[config.mk]
export PLATFORM = sky130hd
export DESIGN_NAME = bsps_map
export DESIGN_NICKNAME = d
export VERILOG_FILES = /design/src/rtl/core/bsps_pkg.sv /design/src/rtl/core/bsps_map.sv
export SDC_FILE = /design/constraint.sdc
export NUM_CORES = 1
export LEC_CHECK = 0
export BUFFER_PORTS_ARGS = -buffer_cell sky130_fd_sc_hd__buf_2
export CORE_AREA = 4 4 350 352
export DETAILED_ROUTE_END_ITERATION = 6
export DIE_AREA = 0 0 354 356
export PLACE_DENSITY = 0.45
export SLEW_MARGIN = 20
export SYNTH_ARGS = -nofsm -noshare
export SYNTH_HDL_FRONTEND = slang
export SYNTH_SLANG_ARGS = --single-unit
[constraint.sdc]
create_clock -name clock -period 4.7 [get_ports clock]
set_input_delay 0.47 -clock clock [delete_from_list [all_inputs] [get_ports clock]]
set_output_delay 0.47 -clock clock [all_outputs]
set_load 0.05 [all_outputs]
[src/rtl/core/bsps_pkg.sv]
package bsps_pkg;

   localparam int WINDOW_HALF_DEF = 5;
   localparam int HEIGHT_BAND_DEF = 64;
   localparam int COORD_BITS_DEF  = 12;

   localparam int CSR_INDEX_W = 3;
   localparam int CSR_DATA_W  = 64;

   typedef enum logic [CSR_INDEX_W-1:0] {
      CSR_SHADOW_COLUMN,
      CSR_PLAYER_X,
      CSR_PLAYER_Y,
      CSR_PLAYER_Z,
      CSR_ROW0_XY,
      CSR_ROW0_ZW,
      CSR_ROW1_XY,
      CSR_ROW1_ZW
   } csr_reg_type;

   localparam logic [7:0]  FLAG_SHADOWED = 8'h08;
   localparam logic [7:0]  FLAG_CLEAR    = 8'h44;
   localparam logic [7:0]  DZ_NEAR       = 8'd180;
   localparam logic [7:0]  DZ_FAR        = 8'd255;
   localparam logic [15:0] QUANT_MUL     = 16'd249;
   localparam logic [15:0] QUANT_BIAS    = 16'd1014;

   // Q16.16 value of 2.0, Q32.32 of 2.0 and of 181.0
   localparam int                  TWO_Q16     = 2 << 16;
   localparam logic [35:0]         SQ_LIMIT    = 36'd2 << 32;
   localparam logic signed [51:0]  SHADE_LIMIT = 52'sd181 <<< 32;

   typedef struct packed {
      logic [11:0]        pixel_x;
      logic [11:0]        pixel_y;
      logic signed [31:0] sample_height;
      logic [15:0]        visual_in;
      logic [7:0]         flags_in;
      logic [7:0]         diffuse_in;
      logic [7:0]         bg_red;
      logic [7:0]         bg_green;
      logic [7:0]         bg_blue;
   } req_payload_type;

   typedef struct packed {
      logic [15:0] visual_out;
      logic [7:0]  flags_out;
      logic [7:0]  diffuse_out;
      logic        shadowed;
   } rsp_payload_type;

   typedef struct packed {
      logic signed [12:0] shadow_column;
      logic signed [31:0] player_x;
      logic signed [31:0] player_y;
      logic signed [31:0] player_z;
      logic [63:0]        row0_xy;
      logic [63:0]        row0_zw;
      logic [63:0]        row1_xy;
      logic [63:0]        row1_zw;
   } cfg_type;

   typedef struct packed {
      logic [15:0] visual;
      logic [7:0]  flags;
      logic [7:0]  diffuse;
      logic [7:0]  diffuse_dim;
      logic [14:0] colour;
   } pass_type;

   typedef struct packed {
      logic               cand;
      logic signed [44:0] px0;
      logic signed [44:0] py0;
      logic signed [63:0] pz0;
      logic signed [44:0] px1;
      logic signed [44:0] py1;
      logic signed [63:0] pz1;
      logic signed [32:0] dh;
      pass_type           pass;
   } front_type;

   typedef struct packed {
      logic               in_range;
      logic signed [18:0] dx;
      logic signed [18:0] dy;
      logic signed [32:0] dh;
      pass_type           pass;
   } map_type;

   // 8-bit channel to 5 bits: (c*249 + 1014) >> 11
   function automatic logic [4:0] requant(input logic [7:0] c);
      logic [15:0] t;
      t = 16'(c) * QUANT_MUL + QUANT_BIAS;
      return t[15:11];
   endfunction

   // floor(d*180/255), with p/255 taken as (p + (p >> 8) + 1) >> 8
   function automatic logic [7:0] dim_near(input logic [7:0] d);
      logic [15:0] p;
      logic [16:0] s;
      p = 16'(d) * 16'(DZ_NEAR);
      s = 17'(p) + 17'(p >> 8) + 17'd1;
      return s[15:8];
   endfunction

endpackage

[src/rtl/core/bsps_map.sv]
module bsps_map (
   input  logic                clock,
   input  logic                reset,
   input  logic                in_valid,
   input  bsps_pkg::front_type in_data,
   input  bsps_pkg::cfg_type   cfg,
   output logic                out_valid,
   output bsps_pkg::map_type   out_data
);

   // partial sums: products of x and y, and scaled height plus offset minus player
   logic                  sum_valid_ff, sum_valid_in;
   logic signed [45:0]    a0_ff, a0_in, a1_ff, a1_in;
   logic signed [49:0]    b0_ff, b0_in, b1_ff, b1_in;
   logic                  cand_ff, cand_in;
   logic signed [32:0]    dh_ff, dh_in;
   bsps_pkg::pass_type    pass_ff, pass_in;

   logic                  valid_ff, valid_in;
   bsps_pkg::map_type     data_ff, data_in;

   logic signed [50:0]    d0;
   logic signed [50:0]    d1;
   logic                  ok0;
   logic                  ok1;

   always_comb begin
      sum_valid_in = in_valid;
      a0_in   = 46'(in_data.px0) + 46'(in_data.py0);
      a1_in   = 46'(in_data.px1) + 46'(in_data.py1);
      b0_in   = 50'(in_data.pz0 >>> 16) + 50'($signed(cfg.row0_zw[63:32]))
                - 50'(cfg.player_x);
      b1_in   = 50'(in_data.pz1 >>> 16) + 50'($signed(cfg.row1_zw[63:32]))
                - 50'(cfg.player_y);
      cand_in = in_data.cand;
      dh_in   = in_data.dh;
      pass_in = in_data.pass;
   end

   always_comb begin
      d0  = 51'(a0_ff) + 51'(b0_ff);
      d1  = 51'(a1_ff) + 51'(b1_ff);
      ok0 = (d0 <= 51'(bsps_pkg::TWO_Q16)) && (d0 >= -51'(bsps_pkg::TWO_Q16));
      ok1 = (d1 <= 51'(bsps_pkg::TWO_Q16)) && (d1 >= -51'(bsps_pkg::TWO_Q16));
      valid_in         = sum_valid_ff;
      data_in.in_range = cand_ff && ok0 && ok1;
      data_in.dx       = $signed(d0[18:0]);
      data_in.dy       = $signed(d1[18:0]);
      data_in.dh       = dh_ff;
      data_in.pass     = pass_ff;
   end

   always_ff @(posedge clock) begin
      if (reset) begin
         sum_valid_ff <= 1'b0;
         valid_ff     <= 1'b0;
      end else begin
         sum_valid_ff <= sum_valid_in;
         valid_ff     <= valid_in;
      end
   end

   always_ff @(posedge clock) begin
      a0_ff   <= a0_in;
      a1_ff   <= a1_in;
      b0_ff   <= b0_in;
      b1_ff   <= b1_in;
      cand_ff <= cand_in;
      dh_ff   <= dh_in;
      pass_ff <= pass_in;
      data_ff <= data_in;
   end

   assign out_valid = valid_ff;
   assign out_data  = data_ff;

endmodule

# [Word-level counts from Yosys, hierarchy flattened]
# Index checks and enable logic that the tools add are counted.
[op_classes] order_cmp=4 n_addsub=8 reduce_logical=4
[ops] operator="adder 46 x 50 -> 51 bit" count=2
[ops] operator="greater-or-equal comparator 51 x 18 -> 1 bit, second input constant" count=2
[ops] operator="<= comparator 51 x 19 -> 1 bit, second input constant" count=2
[ops] operator="subtractor 49 x 32 -> 50 bit" count=2
[ops] operator="adder 48 x 32 -> 49 bit" count=2
[ops] operator="adder 45 x 45 -> 46 bit" count=2
[ops] operator="logical AND 1 bit" count=4
[word_totals] register_bits=410

# [Depth between registers and ports, before layout]
[depth] ltp_word=5 ltp_mapped=18 mapped_depth_nobuf=18

# [Least setup slack after synthesis]
# OpenSTA, ideal clock, no wires.
[synth_timing] kind="register to register" from="reg a1_ff[0]" to="reg data_ff, in the netlist out_data[126]" n_path_buf=0 period_less_slack_ps=4109 path_stages_with_launch=16 slack_ps=591 arrival_ps=4034 cell_sequence="dfxtp_1 -> ha_1 -> inv_1 -> fa_1 -> nand2b_1 -> a211oi_1 -> o211ai_1 -> nand3_1 -> a21oi_1 -> xnor2_1 -> nand3_1 -> or4_1 -> or4_1 -> or4b_1 -> or4_1 -> a22oi_2"
[synth_rtl] item="from (decl)" line="bsps_map.sv:13" source="logic signed [45:0] a0_ff, a0_in, a1_ff, a1_in;"
[synth_rtl] item="from (signal assigned)" line="bsps_map.sv:65" source="a1_ff <= a1_in;"
[synth_rtl] item="to (signal assigned)" line="bsps_map.sv:71" source="data_ff <= data_in;"
[synth_rtl] item="to (decl)" line="bsps_map.sv:20" source="bsps_pkg::map_type data_ff, data_in;"

==> results.sh <==
export IMPL_synth_avg_cell_area_sq_um=8.60
export IMPL_cts_inserted_buffers=50
export IMPL_p_comb_share_pct=58.7
export IMPL_path_buf_inv=0
export IMPL_synth_ff_type="dfxtp_1"
export IMPL_syn_area_sq_mm=0.0279
export IMPL_p_sw_share_pct=45.3
export IMPL_power_frac_seq_pct=22.2
export IMPL_hold_path_class="in -> reg"
export IMPL_power_density_mw_per_mm2=584
export IMPL_ys_types=89
export IMPL_clk_path_buf_depth=3
export IMPL_syn_nets=4400
export IMPL_core_sq_mm=0.119
export IMPL_crit_chain="ha_1, a21o_1, a211o_1, a21oi_1, nand3_1, a21oi_1, xnor2_1, nand3_1, or4_1, or4_1, or4b_1, or4_1, a22oi_2"
export IMPL_layout_nets=5190
export IMPL_leakage_uw=0.0177
export IMPL_required_ps=5250
export IMPL_slowest_delay_ps=540
export IMPL_min_path_cells=2
export IMPL_p_clk_share_pct=19.2
export IMPL_worst_clock_skew_ps=28.9
export IMPL_synth_edf_count=0
export IMPL_pre_cts_ws_ps=-36.9
export IMPL_wl_met3_microns=6330
export IMPL_gp_congestion=0.879
export IMPL_synth_most_common_cell="inv_1"
export IMPL_row_count=127
export IMPL_gr_total_overflow=0
export IMPL_top_layer="met5"
export IMPL_maxCapViolCount=0
export IMPL_post_synth_top_area_fraction_pct=29.4
export IMPL_status="complete, no violations"
export IMPL_ys_seq_area_share_pct=29.4
export IMPL_crit_slowest_cell="or4_1"
export IMPL_ant_nets=0
export IMPL_worst_path_stages=13
export IMPL_grt_total_usage_pct=15.1
export IMPL_die_h_microns=356
export IMPL_grt_pass1_wl_microns=149000
export IMPL_crit_path_frequent_cell="or4_1"
export IMPL_rsz0062_at_grt="no"
export IMPL_design_power_total_uw=21100
export IMPL_ff2ff_path_depth=13
export IMPL_hold_violations=0
export IMPL_vias=25300
export IMPL_drt_pre_antenna_iters=5
export IMPL_drtIter0Drc=1017
export IMPL_num_io_pins=893
export IMPL_synth_seq_cells=410
export IMPL_hpwlAfterDp_microns=84700
export IMPL_drive_gt1_share_pct=20.7
export IMPL_dieArea_sq_mm=0.126
export IMPL_setup_viol=0
export IMPL_fin_crit_sh_pct=96.0
export IMPL_fp_dieW_microns=354
export IMPL_routed_wirelength_microns=98200
export IMPL_syn_inst=3245
export IMPL_cts_tree="done"
export IMPL_switching_power_uw=9550
export IMPL_grt_antenna_before_repair=7
export IMPL_arrival_ps=5060
export IMPL_clock_root_buffer="clkbuf_16"
export IMPL_fmax_ghz=0.222
export IMPL_slew_headroom_pct=38.8
export IMPL_power_internal_uw=11600
export IMPL_port_buffers=623
export IMPL_area_growth_pct=29.5
export IMPL_async_flop_share_pct=0
export IMPL_vias_per_cell=4.45
export IMPL_clk_latency_ps=620
export IMPL_period_needed_ps=4510
export IMPL_clkTransAtPathRegs_ps=60
export IMPL_maxSlewViolCount=0
export IMPL_wl_met2_microns=48600
export IMPL_grt_pass1_vias=26100
export IMPL_ys_warnings_count=0
export IMPL_drc=0
export IMPL_h_tree_depth=2
export IMPL_wire_per_inst_microns=17.3
export IMPL_grt_max_degree=18
export IMPL_yosysTopAreaCell="dfxtp_1"
export IMPL_setup_slack_ps=187
export IMPL_worstSetupStartpointType="flip-flop"
export IMPL_critPathKind="reg -> reg"
export IMPL_end_kind="flip-flop"
export IMPL_synthTopCellsByArea="dfxtp_1, ha_1, fa_1"
export IMPL_synth_common_cells="inv_1, dfxtp_1, ha_1"
export IMPL_cts_setup_buffers=0
export IMPL_tightestPinTransition_ps=907
export IMPL_cts_sinks=410
export IMPL_critPathMaxFanout=8
export IMPL_crit_family="simple AND/OR/NAND/NOR gates"
export IMPL_irDropWorstVdd_mv=0.392
export IMPL_met1_length_microns=40800
export IMPL_start_util_pct=23.4
==> flip-flops by register name, summed over array words and instances (netlist names) <==
register	cells
a0_ff	46
a1_ff	46
b0_ff	50
b1_ff	50
cand_ff	1
data_in	55
dh_ff	33
out_data	127
out_valid	1
sum_valid_ff	1
==> layout by cell type (no fill, tap or decap), drive strengths merged, types with 23 or more instances in the layout <==
cell type    synthesis  layout
xnor2              160     160
a21o               156     156
a211oi              41      41
nor3                57      57
o211ai              28      28
o21bai              31      31
dfxtp              410     410
dlygate4sd3          0      91
and2                27      27
inv                439     443
a31oi               23      23
nor2b               37      37
buf                 20     714
o21a                49      49
nand2              198     198
ha                 290     290
nor2               160     160
o21ai              167     167
nand3               62      62
a21oi              277     277
nand4               57      57
clkbuf              47      67
fa                 100     100
xor2                81      81
nand2b              42      42
==> worst paths after layout <==
kind / to / slack (ps) / startpoint
worst min-delay path: a0_ff[0]$_DFF_P_ / 80 / in_data[306]
worst max register to register: out_data[126]$_DFF_P_ / 190 / a1_ff[10]$_DFF_P_
worst min register to register: out_data[45]$_DFF_P_ / 320 / data_in[45]$_DFF_P_
worst max-delay path: out_data[126]$_DFF_P_ / 190 / a1_ff[10]$_DFF_P_
==> per-stage QoR <==
stage | TNS, ps | hold slack, ps | utilization [%] | instances | area, sq um
after floorplan | 0 | 310 | - | 3245 | 27900
final | 0 | 76.0 | 30.3 | 5690 | 36100
after global routing | 0 | 27.9 | 30.3 | 5687 | 36100
after detailed placement | -36.9 | 312 | 28.0 | 5504 | 33400
after global placement | -46.5 | 310 | 28.0 | 5504 | 33400
after CTS | 0 | 4.57 | 30.3 | 5686 | 36100
==> power groups by stage <==
stage	registers [uW]	clock network, uW	logic [uW]
floorplan	5370	0	7910
detailed placement	4770	0	12300
global route	4760	4350	13700
CTS	4700	4220	12500
finish	4680	4050	12400
global placement	4760	0	12400
==> cells by family (layout without fill, tap and decap cells) <==
logic type | count (synthesis) | after routing | share of synthesized area (%)
buf+inv | 506 | 1335 | 6.94
simple gates | 763 | 763 | 13.9
fa+ha+maj | 390 | 390 | 20.2
other cells | 0 | 4 | 0
flops | 410 | 410 | 29.4
xor+xnor | 241 | 241 | 7.57
compound gates | 926 | 926 | 21.6
mux | 9 | 9 | 0.336
==> repair_timing <==
action | CTS | global route
endpoints found under the setup margin | 0 | 1
resized for setup | 0 | 3
endpoints found under the hold margin | 92 | 0
hold buffers | 91 | 0
==> final cells by class <==
class	instances	area [sq um]
diodes	4	10.0
clock buffers	67	1440
clock inverters	24	343
fillers	12900	83200
inverters	439	1650
multi-input cells	2329	17800
flip-flops and latches	410	8210
well taps	1612	2020
repair buffers	805	4710
==> per-layer routing <==
metal  up-vias  GRT usage (%)
met5         -              0
met2       695           27.9
li1      12900              -
met3       108           3.55
met1     11600           17.4
met4         4           3.91
Note: power is estimated with default switching activity, not from simulation.
