File: src/rtl/core/bsps_pkg.sv
package bsps_pkg;

   localparam int WINDOW_HALF_DEF = 5;
   localparam int HEIGHT_BAND_DEF = 64;
   localparam int COORD_BITS_DEF  = 12;

   localparam int CSR_INDEX_W = 3;
   localparam int CSR_DATA_W  = 64;

   typedef enum logic [CSR_INDEX_W-1:0] {
      CSR_SHADOW_COLUMN,
      CSR_PLAYER_X,
      CSR_PLAYER_Y,
      CSR_PLAYER_Z,
      CSR_ROW0_XY,
      CSR_ROW0_ZW,
      CSR_ROW1_XY,
      CSR_ROW1_ZW
   } csr_reg_type;

   localparam logic [7:0]  FLAG_SHADOWED = 8'h08;
   localparam logic [7:0]  FLAG_CLEAR    = 8'h44;
   localparam logic [7:0]  DZ_NEAR       = 8'd180;
   localparam logic [7:0]  DZ_FAR        = 8'd255;
   localparam logic [15:0] QUANT_MUL     = 16'd249;
   localparam logic [15:0] QUANT_BIAS    = 16'd1014;

   // Q16.16 value of 2.0, Q32.32 of 2.0 and of 181.0
   localparam int                  TWO_Q16     = 2 << 16;
   localparam logic [35:0]         SQ_LIMIT    = 36'd2 << 32;
   localparam logic signed [51:0]  SHADE_LIMIT = 52'sd181 <<< 32;

   typedef struct packed {
      logic [11:0]        pixel_x;
      logic [11:0]        pixel_y;
      logic signed [31:0] sample_height;
      logic [15:0]        visual_in;
      logic [7:0]         flags_in;
      logic [7:0]         diffuse_in;
      logic [7:0]         bg_red;
      logic [7:0]         bg_green;
      logic [7:0]         bg_blue;
   } req_payload_type;

   typedef struct packed {
      logic [15:0] visual_out;
      logic [7:0]  flags_out;
      logic [7:0]  diffuse_out;
      logic        shadowed;
   } rsp_payload_type;

   typedef struct packed {
      logic signed [12:0] shadow_column;
      logic signed [31:0] player_x;
      logic signed [31:0] player_y;
      logic signed [31:0] player_z;
      logic [63:0]        row0_xy;
      logic [63:0]        row0_zw;
      logic [63:0]        row1_xy;
      logic [63:0]        row1_zw;
   } cfg_type;

   typedef struct packed {
      logic [15:0] visual;
      logic [7:0]  flags;
      logic [7:0]  diffuse;
      logic [7:0]  diffuse_dim;
      logic [14:0] colour;
   } pass_type;

   typedef struct packed {
      logic               cand;
      logic signed [44:0] px0;
      logic signed [44:0] py0;
      logic signed [63:0] pz0;
      logic signed [44:0] px1;
      logic signed [44:0] py1;
      logic signed [63:0] pz1;
      logic signed [32:0] dh;
      pass_type           pass;
   } front_type;

   typedef struct packed {
      logic               in_range;
      logic signed [18:0] dx;
      logic signed [18:0] dy;
      logic signed [32:0] dh;
      pass_type           pass;
   } map_type;

   // 8-bit channel to 5 bits: (c*249 + 1014) >> 11
   function automatic logic [4:0] requant(input logic [7:0] c);
      logic [15:0] t;
      t = 16'(c) * QUANT_MUL + QUANT_BIAS;
      return t[15:11];
   endfunction

   // floor(d*180/255), with p/255 taken as (p + (p >> 8) + 1) >> 8
   function automatic logic [7:0] dim_near(input logic [7:0] d);
      logic [15:0] p;
      logic [16:0] s;
      p = 16'(d) * 16'(DZ_NEAR);
      s = 17'(p) + 17'(p >> 8) + 17'd1;
      return s[15:8];
   endfunction

endpackage

File: src/rtl/core/bsps_shade.sv
module bsps_shade (
   input  logic                      clock,
   input  logic                      reset,
   input  logic                      in_valid,
   input  bsps_pkg::map_type         in_data,
   output logic                      out_strobe,
   output bsps_pkg::rsp_payload_type out_data
);

   logic                      sq_valid_ff, sq_valid_in;
   logic [34:0]               sq0_ff, sq0_in, sq1_ff, sq1_in;
   logic                      in_range_ff, in_range_in;
   logic signed [32:0]        dh_ff, dh_in;
   bsps_pkg::pass_type        pass_ff, pass_in;

   logic                      strobe_ff, strobe_in;
   bsps_pkg::rsp_payload_type rsp_ff, rsp_in;

   logic signed [37:0] prod0;
   logic signed [37:0] prod1;
   logic [35:0]        sq;
   logic signed [51:0] level;
   logic               hit;
   logic               near;

   always_comb begin
      prod0       = in_data.dx * in_data.dx;
      prod1       = in_data.dy * in_data.dy;
      sq_valid_in = in_valid;
      sq0_in      = prod0[34:0];
      sq1_in      = prod1[34:0];
      in_range_in = in_data.in_range;
      dh_in       = in_data.dh;
      pass_in     = in_data.pass;
   end

   always_comb begin
      sq    = 36'(sq0_ff) + 36'(sq1_ff);
      hit   = in_range_ff && (sq <= bsps_pkg::SQ_LIMIT);
      // shade level 2*(pz - h) + 2*sq in Q32.32
      level = $signed({15'b0, sq, 1'b0}) - 52'($signed({dh_ff, 17'b0}));
      near  = level < bsps_pkg::SHADE_LIMIT;

      strobe_in          = sq_valid_ff;
      rsp_in.visual_out  = pass_ff.visual;
      rsp_in.flags_out   = pass_ff.flags;
      rsp_in.diffuse_out = pass_ff.diffuse;
      rsp_in.shadowed    = hit;
      if (hit) begin
         if ((pass_ff.flags & bsps_pkg::FLAG_SHADOWED) != 8'h00) begin
            // already dark: scale diffuse by dz/255
            rsp_in.diffuse_out = near ? pass_ff.diffuse_dim : pass_ff.diffuse;
         end else begin
            rsp_in.visual_out  = {1'b0, pass_ff.colour};
            rsp_in.flags_out   = (pass_ff.flags | bsps_pkg::FLAG_SHADOWED)
                                 & ~bsps_pkg::FLAG_CLEAR;
            rsp_in.diffuse_out = near ? bsps_pkg::DZ_NEAR : bsps_pkg::DZ_FAR;
         end
      end
   end

   always_ff @(posedge clock) begin
      if (reset) begin
         sq_valid_ff <= 1'b0;
         strobe_ff   <= 1'b0;
      end else begin
         sq_valid_ff <= sq_valid_in;
         strobe_ff   <= strobe_in;
      end
   end

   always_ff @(posedge clock) begin
      sq0_ff      <= sq0_in;
      sq1_ff      <= sq1_in;
      in_range_ff <= in_range_in;
      dh_ff       <= dh_in;
      pass_ff     <= pass_in;
      rsp_ff      <= rsp_in;
   end

   assign out_strobe = strobe_ff;
   assign out_data   = rsp_ff;

endmodule

File: config.mk
export PLATFORM = sky130hd
export DESIGN_NAME = bsps_shade
export DESIGN_NICKNAME = d
export VERILOG_FILES = /design/src/rtl/core/bsps_pkg.sv /design/src/rtl/core/bsps_shade.sv
export SDC_FILE = /design/constraint.sdc
export NUM_CORES = 2
export LEC_CHECK = 0
export BUFFER_PORTS_ARGS = -buffer_cell sky130_fd_sc_hd__clkbuf_2
export CORE_MARGIN = 5
export CORE_UTILIZATION = 60
export CTS_BUF_LIST = sky130_fd_sc_hd__clkbuf_8
export DETAILED_ROUTE_END_ITERATION = 10
export GPL_TIMING_DRIVEN = 0
export PLACE_DENSITY = 0.79
export SYNTH_ARGS = -nofsm -noshare
export SYNTH_HDL_FRONTEND = slang
export SYNTH_SLANG_ARGS = --single-unit
File: constraint.sdc
create_clock -name clock -period 9.3 [get_ports clock]
set_clock_uncertainty 0.15 [all_clocks]
set_input_delay 0.465 -clock clock [delete_from_list [all_inputs] [get_ports clock]]
set_output_delay 0.465 -clock clock [all_outputs]
set_load 0.01 [all_outputs]
== After elaboration in Yosys (flattened, before gate mapping) ==
Index checks and enable logic that the tools add are counted.

* Add/sub/neg operators: 2
* Multiply operators: 2
* Magnitude comparators: 2
* Mux-type cells: 5
* Reductions and logical operators: 1

{| class="wikitable"
|+ Operators with widths
! operator !! number
|-
| multiplier 19 x 19 -> 35 bit || 2
|-
| < comparator 51 x 41 -> 1 bit, second input constant || 1
|-
| subtractor 38 x 50 -> 51 bit || 1
|-
| adder 35 x 35 -> 36 bit || 1
|-
| <= comparator 36 x 34 -> 1 bit, second input constant || 1
|-
| 2-to-1 mux 32 bit || 1
|-
| 2-to-1 mux 24 bit || 1
|-
| 2-to-1 mux 8 bit || 2
|-
| 2-to-1 mux 7 bit || 1
|-
| logical AND 1 bit || 1
|}

* Bits in registers: 194
* Output and inout port bits: 34
* Logic and storage cells: 27

== Logic depth before layout (Yosys ltp) ==
* Word-level depth: 6
* Depth in mapped cells: 30
* Mapped depth without buffers: 28

== Least setup slack after synthesis ==
No wires, ideal clock.

* Path kind: input to register
* Start: in in_data[94] (netlist name)
* End: reg sq1_ff[33]
* Setup time: 0.074 ns
* Arrival time: 6.799 ns
* Setup slack: 2.277 ns
* Cell stages on the path: 25
* Buffers on the path: 2
* Cells stage by stage: clkbuf_1 clkbuf_1 nand2_1 fa_1 inv_1 fa_1 fa_1 fa_1 inv_1 fa_1 fa_1 inv_1 ha_1 ha_1 nor3_1 o21ai_0 a21o_1 a221oi_1 a211oi_1 o31ai_1 a31o_2 o211ai_1 o2111ai_1 a21oi_1 a31oi_1

* Longest elaborated chain between the ends: 1

{| class="wikitable"
|+ RTL lines
! item !! line !! RTL
|-
| start, declared || bsps_shade.sv:5 || <nowiki>input bsps_pkg::map_type in_data,</nowiki>
|-
| multiplier 19 x 19 -> 35 bit || bsps_shade.sv:28 || <nowiki>prod1 = in_data.dy * in_data.dy;</nowiki>
|-
| named net prod1[33] || bsps_shade.sv:20 || <nowiki>logic signed [37:0] prod1;</nowiki>
|-
| end signal, assigned || bsps_shade.sv:74 || <nowiki>sq1_ff <= sq1_in;</nowiki>
|-
| end, declared || bsps_shade.sv:11 || <nowiki>logic [34:0] sq0_ff, sq0_in, sq1_ff, sq1_in;</nowiki>
|}

The timed path passes the listed nets, and every way through them passes these cells.
A chain may end at the register's enable or synchronous reset.

== Final worst setup path ==
Ends and elaborated chain as after synthesis.

==> results_dict.tcl <==
set metrics [dict create \
    outcome "finished clean" \
    min_delay_path_depth 1 \
    finish.net_count 4362 \
    detail-route-antenna-nets 0 \
    timing.reg2reg.worst_path_depth 22 \
    initial_antenna_violation_count 0 \
    synth_edf_count 0 \
    placeableCoreArea_mm2 0.0491 \
    finalWorstPathRequiredPeriod_ns 8.13 \
    routed_wirelength_um 74800 \
    postSynthAreaPerCell_um2 9.75 \
    grt_setup_unrepaired "no" \
    die-area_mm2 0.0542 \
    finalSetupViolCount 0 \
    clk-insertion-delay-late_ns 0.50 \
    cts_made_buffers 17 \
    worst_pin_slew_ns 0.921 \
    final.fill_count 3869 \
    timing.hold.worst_endpoint "sq0_ff[0]$_DFF_P_" \
    dr_wl_met3_um 5950 \
    ys_seq_area_frac 0.129 \
    worstHoldPathType "in -> reg" \
    dpl.hpwl_um 61300 \
    die_h_um 233 \
    cpLargestDelayFamily "adder cells" \
    setup.reg_to_reg.worst_slack_ns 1.54 \
    slew-limit-headroom 0.384 \
    floorplan.initialDensity 0.608 \
    max-clock-path-buffers 2 \
    crit_buf_inv 6 \
    numClockSinks 192 \
    grt_pass1_wl_um 121000 \
    drtIter0Drc 1403 \
    floorplan.rows 81 \
    track_usage 0.286 \
    finalSetupTns_ns 0 \
    route.layer.met1.wl_um 29000 \
    pin_count_of_the_biggest_net_entering_global_routing 21 \
    ratio_of_routed_vias_to_standard_cells 5.47 \
    syn2layout_area_growth_pct 9.86 \
    cp-end-kind "register" \
    crit_required_ns 9.58 \
    io-pin-count 164 \
    synth-seq-cells 192 \
    post_cts_hold_buffer_count 91 \
    critPathLaunch "in_data[94]" \
    rr_endpoint "out_data[6]$_DFF_P_" \
    maxUsedRoutingLayer "met4" \
    gr-total-overflow 0 \
    share_of_layout_cells_above_drive_strength_1 0.0644 \
    drt_first_pass_iters 8 \
    tritoncts_clock_tree "built" \
    clock_tree.htree_level_count 4 \
    num_vias 21900 \
    timing.final.crit_share 0.874 \
    path_common_cell "sky130_fd_sc_hd__fa_1" \
    yosysWarnings 0 \
    final-max-slew-violation-count 0 \
    maxCapViolations 0 \
    crit_type "in -> reg" \
    critPathMaxFanout 10 \
    startpoint_of_the_tightest_hold_check_path "in_data[107]" \
    clk_transition_reported_paths_ns 0.10 \
    hold_violations 0 \
    worst-endpoint-arrival_ns 8.40 \
    highest_delay_cell_along_the_critical_path "sky130_fd_sc_hd__clkbuf_1" \
    fp.dieW_um 233 \
    post-route-drc-count 0 \
    post_cts_resize_count 0 \
    synth_top_flop_cell "sky130_fd_sc_hd__dfxtp_1" \
    place.gp.congestion 0.981 \
    postSynth.asyncResetShare 0 \
    grt_pass1_vias 24000 \
    crit-reg2reg-launch "sq1_ff[5]$_DFF_P_" \
    synthesis.nets 4096 \
    met2RoutedLength_um 37300 \
    critical_path.startpoint_type "input pin" \
    routedWlPerCell_um 18.7 \
    port-buffer-count 156 \
    cts_setup_buffers 0 \
    synth_cells 3058 \
    post_synth_num_cell_types 72 \
    critPathMaxStageDelay_ns 0.61 \
    post_synth_instance_area_mm2 0.0298 \
    cts-root-buf "sky130_fd_sc_hd__clkbuf_8" \
    fmax_ghz 0.123 \
]
## per-stage QoR
stage	worst slack, ns	util	hold slack (ns)	instances	cell area, µm²
floorplan	2.28	-	0.160	3058	29800
global placement	0.814	0.641	0.160	3878	31400
detailed placement	0.795	0.641	0.162	3878	31400
CTS	1.29	0.668	0.0377	4001	32700
global route	0.783	0.668	0.0320	4001	32700
finish	1.17	0.668	0.0640	4002	32700
## cells in the mapped netlist, drive strengths merged, types with 8 or more instances
| cell type | instances | share of area |
|---|---|---|
| inv | 756 | 0.095 |
| fa | 630 | 0.42 |
| ha | 278 | 0.12 |
| nand2 | 247 | 0.031 |
| dfxtp | 192 | 0.13 |
| and2 | 141 | 0.030 |
| nor2 | 94 | 0.012 |
| a21oi | 92 | 0.016 |
| xnor2 | 88 | 0.026 |
| clkbuf | 76 | 0.0096 |
| o21ai | 46 | 0.0077 |
| a21o | 40 | 0.010 |
| xor2 | 38 | 0.011 |
| nand2b | 36 | 0.0076 |
| nor2b | 25 | 0.0052 |
| nor3 | 25 | 0.0042 |
| nand3 | 23 | 0.0039 |
| o21bai | 20 | 0.0050 |
| mux2 | 17 | 0.0064 |
| a211oi | 15 | 0.0039 |
| and3 | 15 | 0.0031 |
| nand4 | 13 | 0.0027 |
| o211ai | 13 | 0.0033 |
| o21a | 12 | 0.0030 |
| o31ai | 8 | 0.0020 |
| or2 | 8 | 0.0017 |
## flip-flops by register name (all words and copies together) (netlist names)
name	flops
out_data	33
out_strobe	1
dh_ff	33
sq1_ff	34
sq_valid_ff	1
sq0_ff	34
pass_ff	55
in_range_ff	1
## worst max path at each step
stage / endpoint / slack, ns / depth (start not counted)
detailed placement: sq1_ff[33]$_DFF_P_ / 0.80 / 26
floorplan: sq1_ff[33]$_DFF_P_ / 2.28 / 25
CTS: sq1_ff[33]$_DFF_P_ / 1.29 / 26
global route: sq1_ff[33]$_DFF_P_ / 0.78 / 28
global placement: sq1_ff[33]$_DFF_P_ / 0.81 / 26
finish: sq1_ff[33]$_DFF_P_ / 1.17 / 26
## layer usage
layer,global-route usage,vias to the layer above
met5,0,-
met2,0.498,801
met4,0.0927,0
met3,0.0543,166
li1,-,9850
met1,0.362,11100
## kinds of logic (layout without fill, tap and decap cells)
| kind of cell | Yosys count | after routing | share of synthesized area |
|---|---|---|---|
| AO/OA/AOI/OAI | 319 | 319 | 0.0724 |
| adder cells (fa/ha/maj) | 908 | 908 | 0.540 |
| XOR/XNOR | 126 | 126 | 0.0370 |
| buffers and inverters | 835 | 1114 | 0.106 |
| other | 0 | 1 | 0 |
| multiplexers | 23 | 23 | 0.00844 |
| AND/OR/NAND/NOR | 655 | 655 | 0.108 |
| flip-flops | 192 | 192 | 0.129 |
## cell usage in the layout (no fill, tap or decap), types with 13 or more instances in the layout
cell type,synthesis,routed
sky130_fd_sc_hd__a211oi_1,14,14
sky130_fd_sc_hd__a21o_1,40,40
sky130_fd_sc_hd__a21oi_1,90,90
sky130_fd_sc_hd__and2_1,140,140
sky130_fd_sc_hd__and3_1,15,15
sky130_fd_sc_hd__clkbuf_1,76,76
sky130_fd_sc_hd__clkbuf_2,0,156
sky130_fd_sc_hd__clkbuf_8,0,18
sky130_fd_sc_hd__dfxtp_1,192,192
sky130_fd_sc_hd__dlygate4sd3_1,0,91
sky130_fd_sc_hd__fa_1,630,630
sky130_fd_sc_hd__ha_1,278,278
sky130_fd_sc_hd__inv_1,756,757
sky130_fd_sc_hd__nand2_1,247,247
sky130_fd_sc_hd__nand2b_1,36,36
sky130_fd_sc_hd__nand3_1,23,23
sky130_fd_sc_hd__nand4_1,13,13
sky130_fd_sc_hd__nor2_1,94,94
sky130_fd_sc_hd__nor2b_1,25,25
sky130_fd_sc_hd__nor3_1,25,25
sky130_fd_sc_hd__o211ai_1,13,13
sky130_fd_sc_hd__o21ai_0,43,43
sky130_fd_sc_hd__o21bai_1,20,20
sky130_fd_sc_hd__xnor2_1,88,88
sky130_fd_sc_hd__xor2_1,38,38
## final cells by class
cell class	instances	area [µm²]	area share
Antenna cell	1	2.50	0.0000764
Buffer	79	308	0.00940
Clock buffer	18	248	0.00757
Clock inverter	14	166	0.00508
Inverter	756	2840	0.0867
Multi-Input combinational cell	2031	22800	0.697
Sequential cell	192	3840	0.117
Tap cell	664	831	0.0254
Timing Repair Buffer	247	1690	0.0517
## worst register-to-register path: cells and delay by family (launching register included)
family	cells	cell delay, ns
AOI/OAI and AO/OA	9	3.15
xor gates and xnor gates	1	0.59
adders and majority gates	2	0.82
buffers and inverters	1	0.11
DFF	1	0.34
muxes	1	0.35
and+or+nand+nor	8	2.17
Power is not shown: default switching activity piles up to over one toggle a cycle in this logic, so the estimate is an artifact.
